<file path="src/ecrs_pkg.sv">
// Shared types and codes for the elevator car request scheduler.
// Used by the controller, the datapath and the top level; no dependencies.
package ecrs_pkg;

  localparam int FLOOR_W    = 5;
  localparam int CAP_W      = 8;
  localparam int HEAT_W     = 8;
  localparam int WEIGHT_W   = 16;
  localparam int KIND_W     = 3;
  localparam int DIR_W      = 2;
  localparam int CFG_IDX_W  = 1;
  localparam int CFG_DATA_W = 8;

  localparam logic [KIND_W-1:0] KIND_BOARD   = 3'd0;
  localparam logic [KIND_W-1:0] KIND_UNLOAD  = 3'd1;
  localparam logic [KIND_W-1:0] KIND_STEP    = 3'd2;
  localparam logic [KIND_W-1:0] KIND_FIND    = 3'd3;
  localparam logic [KIND_W-1:0] KIND_REQUEST = 3'd4;
  localparam logic [KIND_W-1:0] KIND_SET_DIR = 3'd5;

  localparam logic [DIR_W-1:0] DIR_STOP = 2'd0;
  localparam logic [DIR_W-1:0] DIR_UP   = 2'd1;
  localparam logic [DIR_W-1:0] DIR_DOWN = 2'd2;

  localparam logic [CFG_IDX_W-1:0] REG_FLOOR_COUNT = 1'd0;
  localparam logic [CFG_IDX_W-1:0] REG_RIDER_CAP   = 1'd1;

  typedef struct packed {
    logic [KIND_W-1:0]   kind;
    logic [FLOOR_W-1:0]  dest_floor;
    logic [HEAT_W-1:0]   rider_heat;
    logic [WEIGHT_W-1:0] rider_weight;
    logic [DIR_W-1:0]    new_direction;
  } in_t;

  typedef struct packed {
    logic [FLOOR_W-1:0]  car_floor;
    logic [FLOOR_W-1:0]  found_floor;
    logic [FLOOR_W-1:0]  pending_target;
    logic [CAP_W-1:0]    riders_aboard;
    logic [HEAT_W-1:0]   car_heat;
    logic [WEIGHT_W-1:0] car_load;
    logic                accepted;
  } out_t;

  typedef struct packed {
    logic [CAP_W-1:0]    count;
    logic [HEAT_W-1:0]   heat;
    logic [WEIGHT_W-1:0] weight;
  } floor_sum_t;

  typedef struct packed {
    logic take;
    logic exec;
    logic scan;
    logic emit;
  } ctrl_cmd_t;

  typedef struct packed {
    logic is_find;
    logic scan_done;
    logic out_free;
  } dp_sts_t;

endpackage

</file>
<file path="src/elevator_car_request_scheduler.sv">
// Top level of the elevator car request scheduler.
// Depends on ecrs_pkg, ecrs_controller and ecrs_datapath.
//
// Usage:
//   in_valid/in_stall/in_data carry one command per beat (board, unload, step,
//   find next, request floor, set direction). out_valid/out_stall/out_data
//   return one result beat per command: the car state after that command.
//   cfg_valid/cfg_ready/cfg_index/cfg_data write floor_count (index 0) and
//   rider_capacity (index 1); cfg_ready is always high. Write only when idle.
// Timing:
//   A command is taken in IDLE, executed in EXEC, then for find next scanned
//   in SCAN, and its result is loaded into the output register in EMIT once
//   that register is free; the next command is taken back in IDLE. Find next
//   walks the request marks one floor per cycle, first in the car's direction
//   then the opposite one. One command is in flight at a time.
// Reset:
//   rst_n low clears the car to floor 0, direction stop, no requests, empty
//   floors, heat at ROOM_HEAT; floor_count 16, rider_capacity 8.
// Stall:
//   A result held by out_stall stays in the output register; the block takes
//   the next command meanwhile and holds its result until the register frees.
module elevator_car_request_scheduler import ecrs_pkg::*; #(
  parameter int MAX_FLOORS = 16,
  parameter int ROOM_HEAT  = 20
) (
  input  logic                  clk,
  input  logic                  rst_n,
  input  logic                  in_valid,
  output logic                  in_stall,
  input  in_t                   in_data,
  output logic                  out_valid,
  input  logic                  out_stall,
  output out_t                  out_data,
  input  logic                  cfg_valid,
  output logic                  cfg_ready,
  input  logic [CFG_IDX_W-1:0]  cfg_index,
  input  logic [CFG_DATA_W-1:0] cfg_data
);

  ctrl_cmd_t cmd;
  dp_sts_t   sts;
  logic      busy;

  ecrs_controller u_ctrl (
    .clk      (clk),
    .rst_n    (rst_n),
    .in_valid (in_valid),
    .sts      (sts),
    .cmd      (cmd),
    .busy     (busy)
  );

  ecrs_datapath #(
    .MAX_FLOORS (MAX_FLOORS),
    .ROOM_HEAT  (ROOM_HEAT)
  ) u_dp (
    .clk       (clk),
    .rst_n     (rst_n),
    .cmd       (cmd),
    .sts       (sts),
    .in_data   (in_data),
    .cfg_valid (cfg_valid),
    .cfg_index (cfg_index),
    .cfg_data  (cfg_data),
    .out_stall (out_stall),
    .out_valid (out_valid),
    .out_data  (out_data)
  );

  assign in_stall  = busy;
  assign cfg_ready = 1'b1;

  a_busy_after_accept: assert property (@(posedge clk) disable iff (!rst_n)
    in_valid && !in_stall |=> in_stall)
    else $error("block not busy after taking a command");

  a_result_from_busy: assert property (@(posedge clk) disable iff (!rst_n)
    $rose(out_valid) |-> $past(in_stall))
    else $error("result appeared without a command in progress");

  a_find_not_accepted: assert property (@(posedge clk) disable iff (!rst_n)
    out_valid && (out_data.found_floor != '0) |-> !out_data.accepted)
    else $error("found floor reported together with accepted");

endmodule

</file>
<file path="src/ecrs_controller.sv">
// Sequencer for the scheduler: take, execute, scan, emit.
// Depends on ecrs_pkg; drives commands into ecrs_datapath.
module ecrs_controller import ecrs_pkg::*; (
  input  logic       clk,
  input  logic       rst_n,
  input  logic       in_valid,
  input  dp_sts_t    sts,
  output ctrl_cmd_t  cmd,
  output logic       busy
);

  localparam logic [1:0] S_IDLE = 2'd0;
  localparam logic [1:0] S_EXEC = 2'd1;
  localparam logic [1:0] S_SCAN = 2'd2;
  localparam logic [1:0] S_EMIT = 2'd3;

  logic [1:0] state_r;
  logic [1:0] state_nxt;

  always_comb begin
    state_nxt = state_r;
    case (state_r)
      S_IDLE: begin
        if (in_valid) state_nxt = S_EXEC;
      end
      S_EXEC: begin
        state_nxt = sts.is_find ? S_SCAN : S_EMIT;
      end
      S_SCAN: begin
        if (sts.scan_done) state_nxt = S_EMIT;
      end
      S_EMIT: begin
        if (sts.out_free) state_nxt = S_IDLE;
      end
      default: begin
        state_nxt = S_IDLE;
      end
    endcase
  end

  always_ff @(posedge clk) begin
    if (!rst_n) begin
      state_r <= S_IDLE;
    end else begin
      state_r <= state_nxt;
    end
  end

  assign cmd.take = (state_r == S_IDLE) && in_valid;
  assign cmd.exec = (state_r == S_EXEC);
  assign cmd.scan = (state_r == S_SCAN);
  assign cmd.emit = (state_r == S_EMIT) && sts.out_free;
  assign busy     = (state_r != S_IDLE);

endmodule

</file>
<file path="src/ecrs_datapath.sv">
// Car state, per-floor sum memory, request marks, floor scan and result register.
// Depends on ecrs_pkg; commanded by ecrs_controller.
module ecrs_datapath import ecrs_pkg::*; #(
  parameter int MAX_FLOORS = 16,
  parameter int ROOM_HEAT  = 20
) (
  input  logic                  clk,
  input  logic                  rst_n,
  input  ctrl_cmd_t             cmd,
  output dp_sts_t               sts,
  input  in_t                   in_data,
  input  logic                  cfg_valid,
  input  logic [CFG_IDX_W-1:0]  cfg_index,
  input  logic [CFG_DATA_W-1:0] cfg_data,
  input  logic                  out_stall,
  output logic                  out_valid,
  output out_t                  out_data
);

  localparam int IDX_W       = $clog2(MAX_FLOORS);
  localparam int SERVE_CAP_I = (MAX_FLOORS < 31) ? MAX_FLOORS : 31;
  localparam logic [FLOOR_W-1:0] SERVE_CAP = FLOOR_W'(SERVE_CAP_I);

  function automatic logic [IDX_W-1:0] to_idx(input logic [FLOOR_W-1:0] fl);
    logic [FLOOR_W-1:0] d;
    d = fl - FLOOR_W'(1);
    return IDX_W'(d);
  endfunction

  logic [FLOOR_W-1:0]  floor_count_r;
  logic [CAP_W-1:0]    rider_cap_r;
  logic [FLOOR_W-1:0]  floor_now_r,     floor_now_nxt;
  logic [DIR_W-1:0]    dir_r,           dir_nxt;
  logic [FLOOR_W-1:0]  first_target_r,  first_target_nxt;
  logic [MAX_FLOORS-1:0] marks_r,       marks_nxt;
  logic [MAX_FLOORS-1:0] sum_valid_r,   sum_valid_nxt;
  logic [CAP_W-1:0]    headcount_r,     headcount_nxt;
  logic [HEAT_W-1:0]   heat_total_r,    heat_total_nxt;
  logic [WEIGHT_W-1:0] weight_total_r,  weight_total_nxt;
  logic [FLOOR_W-1:0]  ptr_r,           ptr_nxt;
  logic [DIR_W-1:0]    scan_dir_r,      scan_dir_nxt;
  logic                scan_second_r,   scan_second_nxt;
  logic [FLOOR_W-1:0]  found_r,         found_nxt;
  logic                acc_r,           acc_nxt;
  in_t                 cmd_data_r;
  floor_sum_t          rd_data_r;
  logic                rd_valid_r;
  logic                out_valid_r;
  out_t                out_data_r;

  floor_sum_t          sum_mem [MAX_FLOORS];

  logic [FLOOR_W-1:0]  served;
  logic [IDX_W-1:0]    rd_idx;
  logic [IDX_W-1:0]    cur_idx;
  floor_sum_t          cur_sum;
  floor_sum_t          wr_data;
  logic                wr_en;
  logic                dest_ok;
  logic                board_ok;
  logic                unload_ok;
  logic [FLOOR_W-1:0]  start_up;
  logic [FLOOR_W-1:0]  start_down;
  logic [DIR_W-1:0]    second_dir;
  logic                in_range;
  logic                hit;

  assign served     = (floor_count_r > SERVE_CAP) ? SERVE_CAP : floor_count_r;
  assign rd_idx     = (in_data.kind == KIND_UNLOAD) ? to_idx(floor_now_r)
                                                    : to_idx(in_data.dest_floor);
  assign cur_idx    = (cmd_data_r.kind == KIND_UNLOAD) ? to_idx(floor_now_r)
                                                       : to_idx(cmd_data_r.dest_floor);
  assign cur_sum    = rd_valid_r ? rd_data_r : '0;
  assign dest_ok    = (cmd_data_r.dest_floor != '0) && (cmd_data_r.dest_floor <= served);
  assign board_ok   = (headcount_r < rider_cap_r) && dest_ok;
  assign unload_ok  = (floor_now_r != '0) && (int'(floor_now_r) <= MAX_FLOORS);
  assign start_up   = (floor_now_r == '0) ? FLOOR_W'(1) : floor_now_r;
  assign start_down = (start_up > served) ? served : start_up;
  assign second_dir = (dir_r == DIR_UP) ? DIR_DOWN : DIR_UP;
  assign in_range   = (served != '0) && (ptr_r != '0) && (ptr_r <= served) &&
                      ((scan_dir_r == DIR_UP) || (scan_dir_r == DIR_DOWN));
  assign hit        = in_range && marks_r[to_idx(ptr_r)];

  assign wr_en          = cmd.exec && (cmd_data_r.kind == KIND_BOARD) && board_ok;
  assign wr_data.count  = cur_sum.count + CAP_W'(1);
  assign wr_data.heat   = cur_sum.heat + cmd_data_r.rider_heat;
  assign wr_data.weight = cur_sum.weight + cmd_data_r.rider_weight;

  always_comb begin
    floor_now_nxt    = floor_now_r;
    dir_nxt          = dir_r;
    first_target_nxt = first_target_r;
    marks_nxt        = marks_r;
    sum_valid_nxt    = sum_valid_r;
    headcount_nxt    = headcount_r;
    heat_total_nxt   = heat_total_r;
    weight_total_nxt = weight_total_r;
    ptr_nxt          = ptr_r;
    scan_dir_nxt     = scan_dir_r;
    scan_second_nxt  = scan_second_r;
    found_nxt        = found_r;
    acc_nxt          = acc_r;
    if (cmd.exec) begin
      found_nxt = '0;
      acc_nxt   = 1'b0;
      case (cmd_data_r.kind)
        KIND_BOARD: begin
          if (board_ok) begin
            headcount_nxt          = headcount_r + CAP_W'(1);
            heat_total_nxt         = heat_total_r + cmd_data_r.rider_heat;
            weight_total_nxt       = weight_total_r + cmd_data_r.rider_weight;
            marks_nxt[cur_idx]     = 1'b1;
            sum_valid_nxt[cur_idx] = 1'b1;
            acc_nxt                = 1'b1;
          end
        end
        KIND_UNLOAD: begin
          if (unload_ok) begin
            headcount_nxt          = headcount_r - cur_sum.count;
            heat_total_nxt         = heat_total_r - cur_sum.heat;
            weight_total_nxt       = weight_total_r - cur_sum.weight;
            marks_nxt[cur_idx]     = 1'b0;
            sum_valid_nxt[cur_idx] = 1'b0;
          end
        end
        KIND_STEP: begin
          if ((dir_r == DIR_UP) && (floor_now_r < served)) begin
            floor_now_nxt = floor_now_r + FLOOR_W'(1);
          end else if ((dir_r == DIR_DOWN) && (floor_now_r > FLOOR_W'(1))) begin
            floor_now_nxt = floor_now_r - FLOOR_W'(1);
          end
        end
        KIND_FIND: begin
          scan_dir_nxt    = dir_r;
          scan_second_nxt = 1'b0;
          ptr_nxt         = (dir_r == DIR_DOWN) ? start_down : start_up;
        end
        KIND_REQUEST: begin
          if (dest_ok) begin
            marks_nxt[cur_idx] = 1'b1;
            if (first_target_r == '0) first_target_nxt = cmd_data_r.dest_floor;
            acc_nxt = 1'b1;
          end
        end
        KIND_SET_DIR: begin
          if (cmd_data_r.new_direction <= DIR_DOWN) dir_nxt = cmd_data_r.new_direction;
        end
        default: begin
        end
      endcase
    end else if (cmd.scan) begin
      if (hit) begin
        found_nxt = ptr_r;
      end else if (in_range) begin
        ptr_nxt = (scan_dir_r == DIR_UP) ? ptr_r + FLOOR_W'(1) : ptr_r - FLOOR_W'(1);
      end else if (!scan_second_r) begin
        scan_second_nxt = 1'b1;
        scan_dir_nxt    = second_dir;
        ptr_nxt         = (second_dir == DIR_DOWN) ? start_down : start_up;
      end
    end
  end

  always_ff @(posedge clk) begin
    if (!rst_n) begin
      floor_count_r  <= FLOOR_W'(16);
      rider_cap_r    <= CAP_W'(8);
      floor_now_r    <= '0;
      dir_r          <= DIR_STOP;
      first_target_r <= '0;
      marks_r        <= '0;
      sum_valid_r    <= '0;
      headcount_r    <= '0;
      heat_total_r   <= HEAT_W'(ROOM_HEAT);
      weight_total_r <= '0;
      scan_dir_r     <= DIR_STOP;
      scan_second_r  <= 1'b0;
      out_valid_r    <= 1'b0;
    end else begin
      if (cfg_valid) begin
        case (cfg_index)
          REG_FLOOR_COUNT: floor_count_r <= cfg_data[FLOOR_W-1:0];
          REG_RIDER_CAP:   rider_cap_r   <= cfg_data[CAP_W-1:0];
          default: begin
          end
        endcase
      end
      floor_now_r    <= floor_now_nxt;
      dir_r          <= dir_nxt;
      first_target_r <= first_target_nxt;
      marks_r        <= marks_nxt;
      sum_valid_r    <= sum_valid_nxt;
      headcount_r    <= headcount_nxt;
      heat_total_r   <= heat_total_nxt;
      weight_total_r <= weight_total_nxt;
      scan_dir_r     <= scan_dir_nxt;
      scan_second_r  <= scan_second_nxt;
      if (cmd.emit) begin
        out_valid_r <= 1'b1;
      end else if (out_valid_r && !out_stall) begin
        out_valid_r <= 1'b0;
      end
    end
  end

  always_ff @(posedge clk) begin
    ptr_r   <= ptr_nxt;
    found_r <= found_nxt;
    acc_r   <= acc_nxt;
    if (cmd.take) begin
      cmd_data_r <= in_data;
      rd_valid_r <= sum_valid_r[rd_idx];
    end
    if (cmd.emit) begin
      out_data_r.car_floor      <= floor_now_r;
      out_data_r.found_floor    <= found_r;
      out_data_r.pending_target <= first_target_r;
      out_data_r.riders_aboard  <= headcount_r;
      out_data_r.car_heat       <= heat_total_r;
      out_data_r.car_load       <= weight_total_r;
      out_data_r.accepted       <= acc_r;
    end
  end

  always_ff @(posedge clk) begin
    if (cmd.take) rd_data_r <= sum_mem[rd_idx];
  end

  always_ff @(posedge clk) begin
    if (wr_en) sum_mem[cur_idx] <= wr_data;
  end

  assign sts.is_find   = (cmd_data_r.kind == KIND_FIND);
  assign sts.scan_done = hit || (!in_range && scan_second_r);
  assign sts.out_free  = !out_valid_r || !out_stall;

  assign out_valid = out_valid_r;
  assign out_data  = out_data_r;

endmodule

</file>
<file path="config.mk">
export PLATFORM = sky130hd
export DESIGN_NAME = elevator_car_request_scheduler
export DESIGN_NICKNAME = d
export VERILOG_FILES = /design/src/ecrs_pkg.sv /design/src/elevator_car_request_scheduler.sv /design/src/ecrs_controller.sv /design/src/ecrs_datapath.sv
export SDC_FILE = /design/constraint.sdc
export NUM_CORES = 1
export LEC_CHECK = 0
export BUFFER_PORTS_ARGS = -buffer_cell sky130_fd_sc_hd__buf_4
export CAP_MARGIN = 30
export CORE_AREA = 4 4 249 251
export CTS_CLUSTER_DIAMETER = 50
export CTS_CLUSTER_SIZE = 14
export DETAILED_ROUTE_END_ITERATION = 12
export DIE_AREA = 0 0 253 255
export PLACE_DENSITY = 0.71
export SYNTH_ARGS = -nofsm -noshare
export SYNTH_HDL_FRONTEND = slang
export SYNTH_HIERARCHICAL = 1
export SYNTH_SLANG_ARGS = --single-unit
</file>
<file path="constraint.sdc">
create_clock -name clk -period 12.2 [get_ports clk]
set_clock_uncertainty 0.05 [all_clocks]
set_input_delay 2.44 -clock clk [delete_from_list [all_inputs] [get_ports clk]]
set_output_delay 2.44 -clock clk [all_outputs]
set_load 0.02 [all_outputs]
</file>
==> summary.txt, run 1 <==
Status
  • Outcome: completed

Critical path
  • CP startpoint kind: input port
  • CP required: 12.58 ns
  • Critical Path AT: 5.83 ns
  • Crit. End Element: register
  • Setup slack, reg-to-reg: 7.81 ns
  • Largest fanout on the critical path: 168
  • CP Class: in -> reg

Routing
  • DRT iter0 DRCs: 2252
  • Wire per inst: 22.32 um
  • First drt pass iteration count: 5
  • DRC errors left: 0
  • WL final: 78.16 mm
  • ANT nets after route: 0
  • Vias: 21600
  • Vias per cell: 6.170

STA
  • Slew Limit Fails: 0
  • Max_slew headroom: 0.2913
  • Setup TNS: 0 ns
  • Fin crit share: 0.4470
  • Worst Setup Slack, final: 6.746 ns
  • RSZ-0062 raised after global routing: false
  • Final Hold Vio Count: 0
  • FMAX: 183.4 MHz
  • Final Setup Violations: 0
  • Worst slew pin tran: 1.060 ns
  • Min Tclk post-route: 5.454 ns
  • Worst hold margin: 0.3869 ns

Synth
  • Ys Warns: 6
  • Syn_area_per_cell: 12.44 um^2
  • Synth area leaders: edfxtp_1, dfxtp_1, nand2_1, a211oi_1, ha_1
  • Sequential fraction of the synthesis area: 0.6459
  • Yosys top cell area share: 0.5844
  • Netlist cell types: 77
  • Synthesized flop and latch total: 733
  • EDFF count, synth: 633
  • Top cell type by total area after synthesis: edfxtp_1
  • Main flop type after synthesis: edfxtp_1
  • Async S/R FF share, synth: 0
  • Post-Syn Area: 32530 um^2
  • Top-count cell post-synth: edfxtp_1
  • Synth Net Count: 2761
  • Post-synthesis cell count: 2614
  • Post-synth top cells: edfxtp_1, nand2_1, a211oi_1, and2_1, a21oi_1

Global route
  • Largest net degree at the start of global routing: 170
  • Met1 Use GR: 0.3181
  • Vias in the first global route: 20900
  • Total Routing Usage GR: 0.2365
  • Busiest grt layer: met2
  • Met3 Use GR: 0.03963
  • Global-route wire length before repair: 118.9 mm
  • Antenna violations before repair: 1
  • Met2 Use GR: 0.3975
  • Remaining global-route overflow: 0

Place
  • Area after DPL: 34210 um^2
  • GPL Wtd Cong: 0.8567
  • Post-DP HPWL: 45.28 mm
  • Port Buffers: 97
  • DP Worst Slack: 5.840 ns
  • Placed cell count: 3387

CTS
  • CTS Hold Bufs: 0
  • CTS tree: built
  • Clk sinks: 733
  • Setup Fix Bufs, Post-CTS: 0
  • Longest Clk Path Bufs: 3
  • Cts repair resizes: 0
  • CTS buffer count: 68
  • Clk Latency, worst-skew pair: 0.61 ns
  • Reg clk slew, reported paths: 0.06 ns
  • H-tree depth: 3
  • Root Driver: clkbuf_16

Pwr
  • Static leakage: 12.59 nW
  • Pwr Density: 190.2 nW/um^2
  • VDD IR max: 0.0001108 V
  • Tot Pwr: 6.930 mW

Final layout
  • Final Non-Filler Cells: 3501
  • Post-layout util: 0.6082
  • Ant diodes: 0
  • Final Cell Area: 36430 um^2
  • Area taken by flip-flops and latches: 21010 um^2
  • Filler cell count: 4469
  • Final #Nets: 2832
  • Layout area overhead: 12.01%
  • Footprint of the multi-input gates: 10870 um^2
  • Fraction of layout instances using a drive strength above 1: 0.1162

Die
  • Die Ht: 255 um
  • Starting density of the core: 0.5430
  • Die area: 64520 um^2
  • Die Span X: 253 um
  • IO Pins: 99
  • Core area: 59910 um^2
  • Rows: 90

Flow run
  • MaxCap Viol Count: 0

Min path
  • Min-delay worst type: reg -> reg
## power by group
part | switching [mW] | internal (mW) | total, mW
sequential | 0.0971 | 3.22 | 3.32
combinational | 1.06 | 0.502 | 1.56
clock | 0.900 | 1.15 | 2.05
## layout by cell type (no fill, tap or decap), types with 6 or more instances in the layout
master,instances
nand2b_1,16
nand2_1,398
nand4_1,8
a21oi_1,144
a211oi_1,176
edfxtp_1,633
nor2_4,16
dfxtp_1,100
o211ai_1,15
nor4_1,8
o221a_2,18
o21a_1,7
a21o_1,18
ha_1,94
a31oi_1,73
and3_1,8
buf_4,151
or2_2,6
and2_1,158
nor2b_1,12
mux2i_1,25
xnor2_1,54
inv_1,53
nor3_1,23
xor2_1,28
or3_1,10
o31ai_1,13
o21bai_1,8
clkbuf_16,69
clkbuf_1,10
a311oi_1,68
nand3_1,31
o21ai_0,51
nor2_1,96
## critical path, cell delays in order
cell	delay (ns)
buf_4	0.12
nor3b_4	0.63
mux2_8	0.32
buf_16	0.36
buf_4	0.80
and2_1	0.23
a211oi_1	0.05
a311oi_1	0.31
a21oi_1	0.10
a21oi_1	0.23
## logic make-up after synthesis
group / after synthesis / share of synthesized area
compound gates: 639 / 0.1362
xor+xnor: 82 / 0.02208
fa+ha+maj: 99 / 0.03924
buf+inv: 211 / 0.02558
flops: 733 / 0.6459
mux: 35 / 0.01285
other cells: 1 / 0.0001153
simple gates: 814 / 0.1180
## metal layers
metal,wire length (um),share of wire
met5,0,0
met4,1948,0.025
met3,6212,0.079
met2,38180,0.49
met1,31820,0.41
## registers in the layout, summed over array words and instances, names as in the netlist, 5 cells and up, named ones only
name                 cells
u_dp/found_r             5
u_dp/cmd_data_r         34
u_dp/headcount_r         8
u_dp/floor_count_r       5
u_dp/rider_cap_r         8
u_dp/sum_mem           512
u_dp/heat_total_r        8
u_dp/first_target_r      5
u_dp/rd_data_r          32
u_dp/weight_total_r     16
u_dp/ptr_r               5
u_dp/floor_now_r         5
u_dp/out_data           48
## final cells by class
| class | count | area share |
|---|---|---|
| Clock inverter | 24 | 0.008139 |
| Sequential cell | 733 | 0.5767 |
| Inverter | 54 | 0.005563 |
| Timing Repair Buffer | 158 | 0.03578 |
| Multi-Input combinational cell | 1670 | 0.2982 |
| Tap cell | 782 | 0.02685 |
| Clock buffer | 80 | 0.04880 |
## worst paths after layout
kind                         startpoint                  end  cells after the start
setup / recovery            in_data[32]   u_dp/rd_data_r[18]                     10
hold / removal          u_dp/found_r[1]    u_dp/out_data[39]                      0
setup reg to reg  u_dp/floor_count_r[4]  u_dp/sum_mem[3][22]                      9
hold reg to reg         u_dp/found_r[1]    u_dp/out_data[39]                      0
(Power assumes the default switching activity.)
==> run 2: changes to the inputs <==
PLACE_DENSITY = 0.74   (was 0.71)
clock period = 4.6 ns   (was 12.2 ns; I/O delays follow)
==> run 2 against run 1 <==
Setup slack lost 6.1 ns. Critical endpoint is now u_dp/weight_total_r[13]. Clock power grew to 2.9 times the previous value. Highest routed layer unchanged. Hold slack lost 0.0076 ns. Via count grew 1.2%. Final cell count grew 1.3%. Total power grew to 2.8 times the previous value.
==> summary.txt, run 2 (synthesized netlist as in run 1, its figures left out) <==
Routing
  • ANT nets after route: 0 (unchanged)
  • WL final: 79.33 mm (was 78.16 mm)
  • Wire per inst: 22.37 um (was 22.32 um)
  • Vias: 21850 (was 21600)
  • Vias per cell: 6.161 (was 6.170)
  • DRT iter0 DRCs: 2200 (was 2252)
  • DRC errors left: 0 (unchanged)
  • First drt pass iteration count: 9 (was 5)

CTS
  • CTS tree: built (unchanged)
  • CTS Hold Bufs: 0 (unchanged)
  • Cts repair resizes: 0 (unchanged)
  • H-tree depth: 3 (unchanged)
  • Longest Clk Path Bufs: 3 (unchanged)
  • Root Driver: clkbuf_16 (unchanged)
  • Reg clk slew, reported paths: 0.07 ns (was 0.06 ns)
  • Clk Latency, worst-skew pair: 0.64 ns (was 0.61 ns)
  • Setup Fix Bufs, Post-CTS: 0 (unchanged)
  • CTS buffer count: 75 (was 68)
  • Clk sinks: 733 (unchanged)

Min path
  • Min-delay worst type: reg -> reg (unchanged)
  • Hold path start: u_dp/acc_r (was u_dp/found_r[1])

Pwr
  • VDD IR max: 0.0003106 V (was 0.0001108 V)
  • Static leakage: 12.88 nW (was 12.59 nW)
  • Pwr Density: 515.7 nW/um^2 (was 190.2 nW/um^2)

Critical path
  • CP most frequent cell: a21oi_1
  • Reg2Reg Launch Point: u_dp/cmd_data_r[4] (was u_dp/floor_count_r[4])
  • CP required: 5.06 ns (was 12.58 ns)
  • CP Class: reg -> reg (was in -> reg)
  • Critical Path AT: 4.39 ns (was 5.83 ns)
  • Largest fanout on the critical path: 7 (was 168)
  • CP startpoint kind: register (was input port)
  • Crit-path max cell delay: 0.59 ns (was 0.80 ns)
  • Slowest-stage cell, CP: nor4_1 (was buf_4)
  • Crit. End Element: register (unchanged)
  • Worst-path cell chain: nor4_1 -> nand2_1 -> or2_2 -> o41ai_1 -> a21oi_1 -> o21bai_1 -> ha_1 -> a21boi_0 -> a311oi_1 -> nand3_1 -> o2111ai_1 -> a21oi_1 (was buf_4 -> nor3b_4 -> mux2_8 -> buf_16 -> buf_4 -> and2_1 -> a211oi_1 -> a311oi_1 -> a21oi_1 -> a21oi_1)
  • Critical Path Start: u_dp/cmd_data_r[4] (was in_data[32])

Place
  • Port Buffers: 97 (unchanged)
  • Post-DP HPWL: 48.81 mm (was 45.28 mm)
  • Placed cell count: 3415 (was 3387)
  • GPL Wtd Cong: 0.8689 (was 0.8567)

Final layout
  • Most common cell after layout, fill and taps aside: edfxtp_1 (unchanged)
  • Final Non-Filler Cells: 3547 (was 3501)
  • Leading cell types in the layout, fill and taps excluded: edfxtp_1, nand2_1, a211oi_1, buf_4, and2_1 (was edfxtp_1, nand2_1, a211oi_1, and2_1, buf_4)
  • Final #Nets: 2858 (was 2832)
  • Layout area overhead: 13.90% (was 12.01%)
  • Max reg flops: 512 (unchanged)
  • Biggest register: u_dp/sum_mem (unchanged)
  • Fraction of layout instances using a drive strength above 1: 0.1302 (was 0.1162)
  • Ant diodes: 0 (unchanged)

STA
  • RSZ-0062 raised after global routing: false (unchanged)
  • Worst slew pin tran: 1.100 ns (was 1.060 ns)
  • Final Setup Violations: 0 (unchanged)
  • Fin crit share: 0.8540
  • Setup TNS: 0 ns (unchanged)
  • Min Tclk post-route: 3.928 ns
  • Final Hold Vio Count: 0 (unchanged)
  • Max_slew headroom: 0.2644 (was 0.2913)
  • FMAX: 254.6 MHz
  • Slew Limit Fails: 0 (unchanged)

Global route
  • Total Routing Usage GR: 0.2413 (was 0.2365)
  • Global-route wire length before repair: 121.4 mm (was 118.9 mm)
  • Vias in the first global route: 21340 (was 20900)
  • Largest net degree at the start of global routing: 101 (was 170)
  • Remaining global-route overflow: 0 (unchanged)
  • Antenna violations before repair: 3 (was 1)

Die
  • Rows: 90 (unchanged)
  • IO Pins: 99 (unchanged)
  • Die Span X: 253 um (unchanged)
  • Core area: 59910 um^2 (unchanged)
  • Die area: 64520 um^2 (unchanged)
  • Starting density of the core: 0.5430 (unchanged)
  • Die Ht: 255 um (unchanged)

Status
  • Outcome: completed (unchanged)

Flow run
  • MaxCap Viol Count: 0 (unchanged)
==> run 2: cell count changes in the layout (fill, tap and decap cells not counted), moves of 5 or more <==
cell,previous run,this run
inv_6,5,10
clkbuf_1,10,18
buf_4,151,161
clkbuf_16,69,77
buf_12,3,15
==> run 2: area by class of cell <==
class | count | area, um^2
Multi-Input combinational cell | 1670 | 10890
Fill cell | 4425 | 22860
Sequential cell | 733 | 21010
Tap cell | 782 | 978.4
Clock inverter | 34 | 422.9
Clock buffer | 97 | 2022
Timing Repair Buffer | 177 | 1524
Inverter | 54 | 202.7
==> run 2: critical path, delay by kind of cell (launching register included) <==
family                   cells  cell delay [ns]
AO/OA/AOI/OAI                7             1.63
adder cells (fa/ha/maj)      1             0.42
flip-flops                   1             0.47
AND/OR/NAND/NOR              4             1.22
==> run 2: layer usage <==
| layer | GRT usage | wire length (um) | vias up |
|---|---|---|---|
| met2 | 0.3901 | 37390 | 900 |
| met3 | 0.04664 | 6629 | 148 |
| met1 | 0.3343 | 33310 | 10790 |
| met5 | 0 | 0 | - |
| met4 | 0.07912 | 2004 | 0 |
| li1 | - | - | 10020 |
==> run 2: power breakdown <==
group / switching [mW] / internal (mW)
Sequential: 0.282 / 8.55
Clock: 2.70 / 3.28
Combinational: 2.94 / 1.36
==> run 2: path summary, 6_finish.rpt <==
kind                                           endpoint  slack (ns)  cells past startpoint
worst max-delay path            u_dp/weight_total_r[13]        0.67                     12
worst min-delay path                   u_dp/out_data[0]        0.38                      0
worst max register to register  u_dp/weight_total_r[13]        0.67                     12
worst min register to register         u_dp/out_data[0]        0.38                      0
==> run 2: per-stage QoR <==
step	cell area, um^2	power [mW]	utilization	setup slack [ns]	hold WS (ns)
floorplan	32530	11.45	-	0.6478	0.3503
global placement	34570	12.98	0.5770	0.8795	0.3658
detailed placement	34590	13.15	0.5774	0.7508	0.3626
CTS	37030	19.10	0.6182	0.7448	0.3716
global route	37050	19.89	0.6184	0.3681	0.3850
finish	37050	19.11	0.6184	0.6716	0.3793
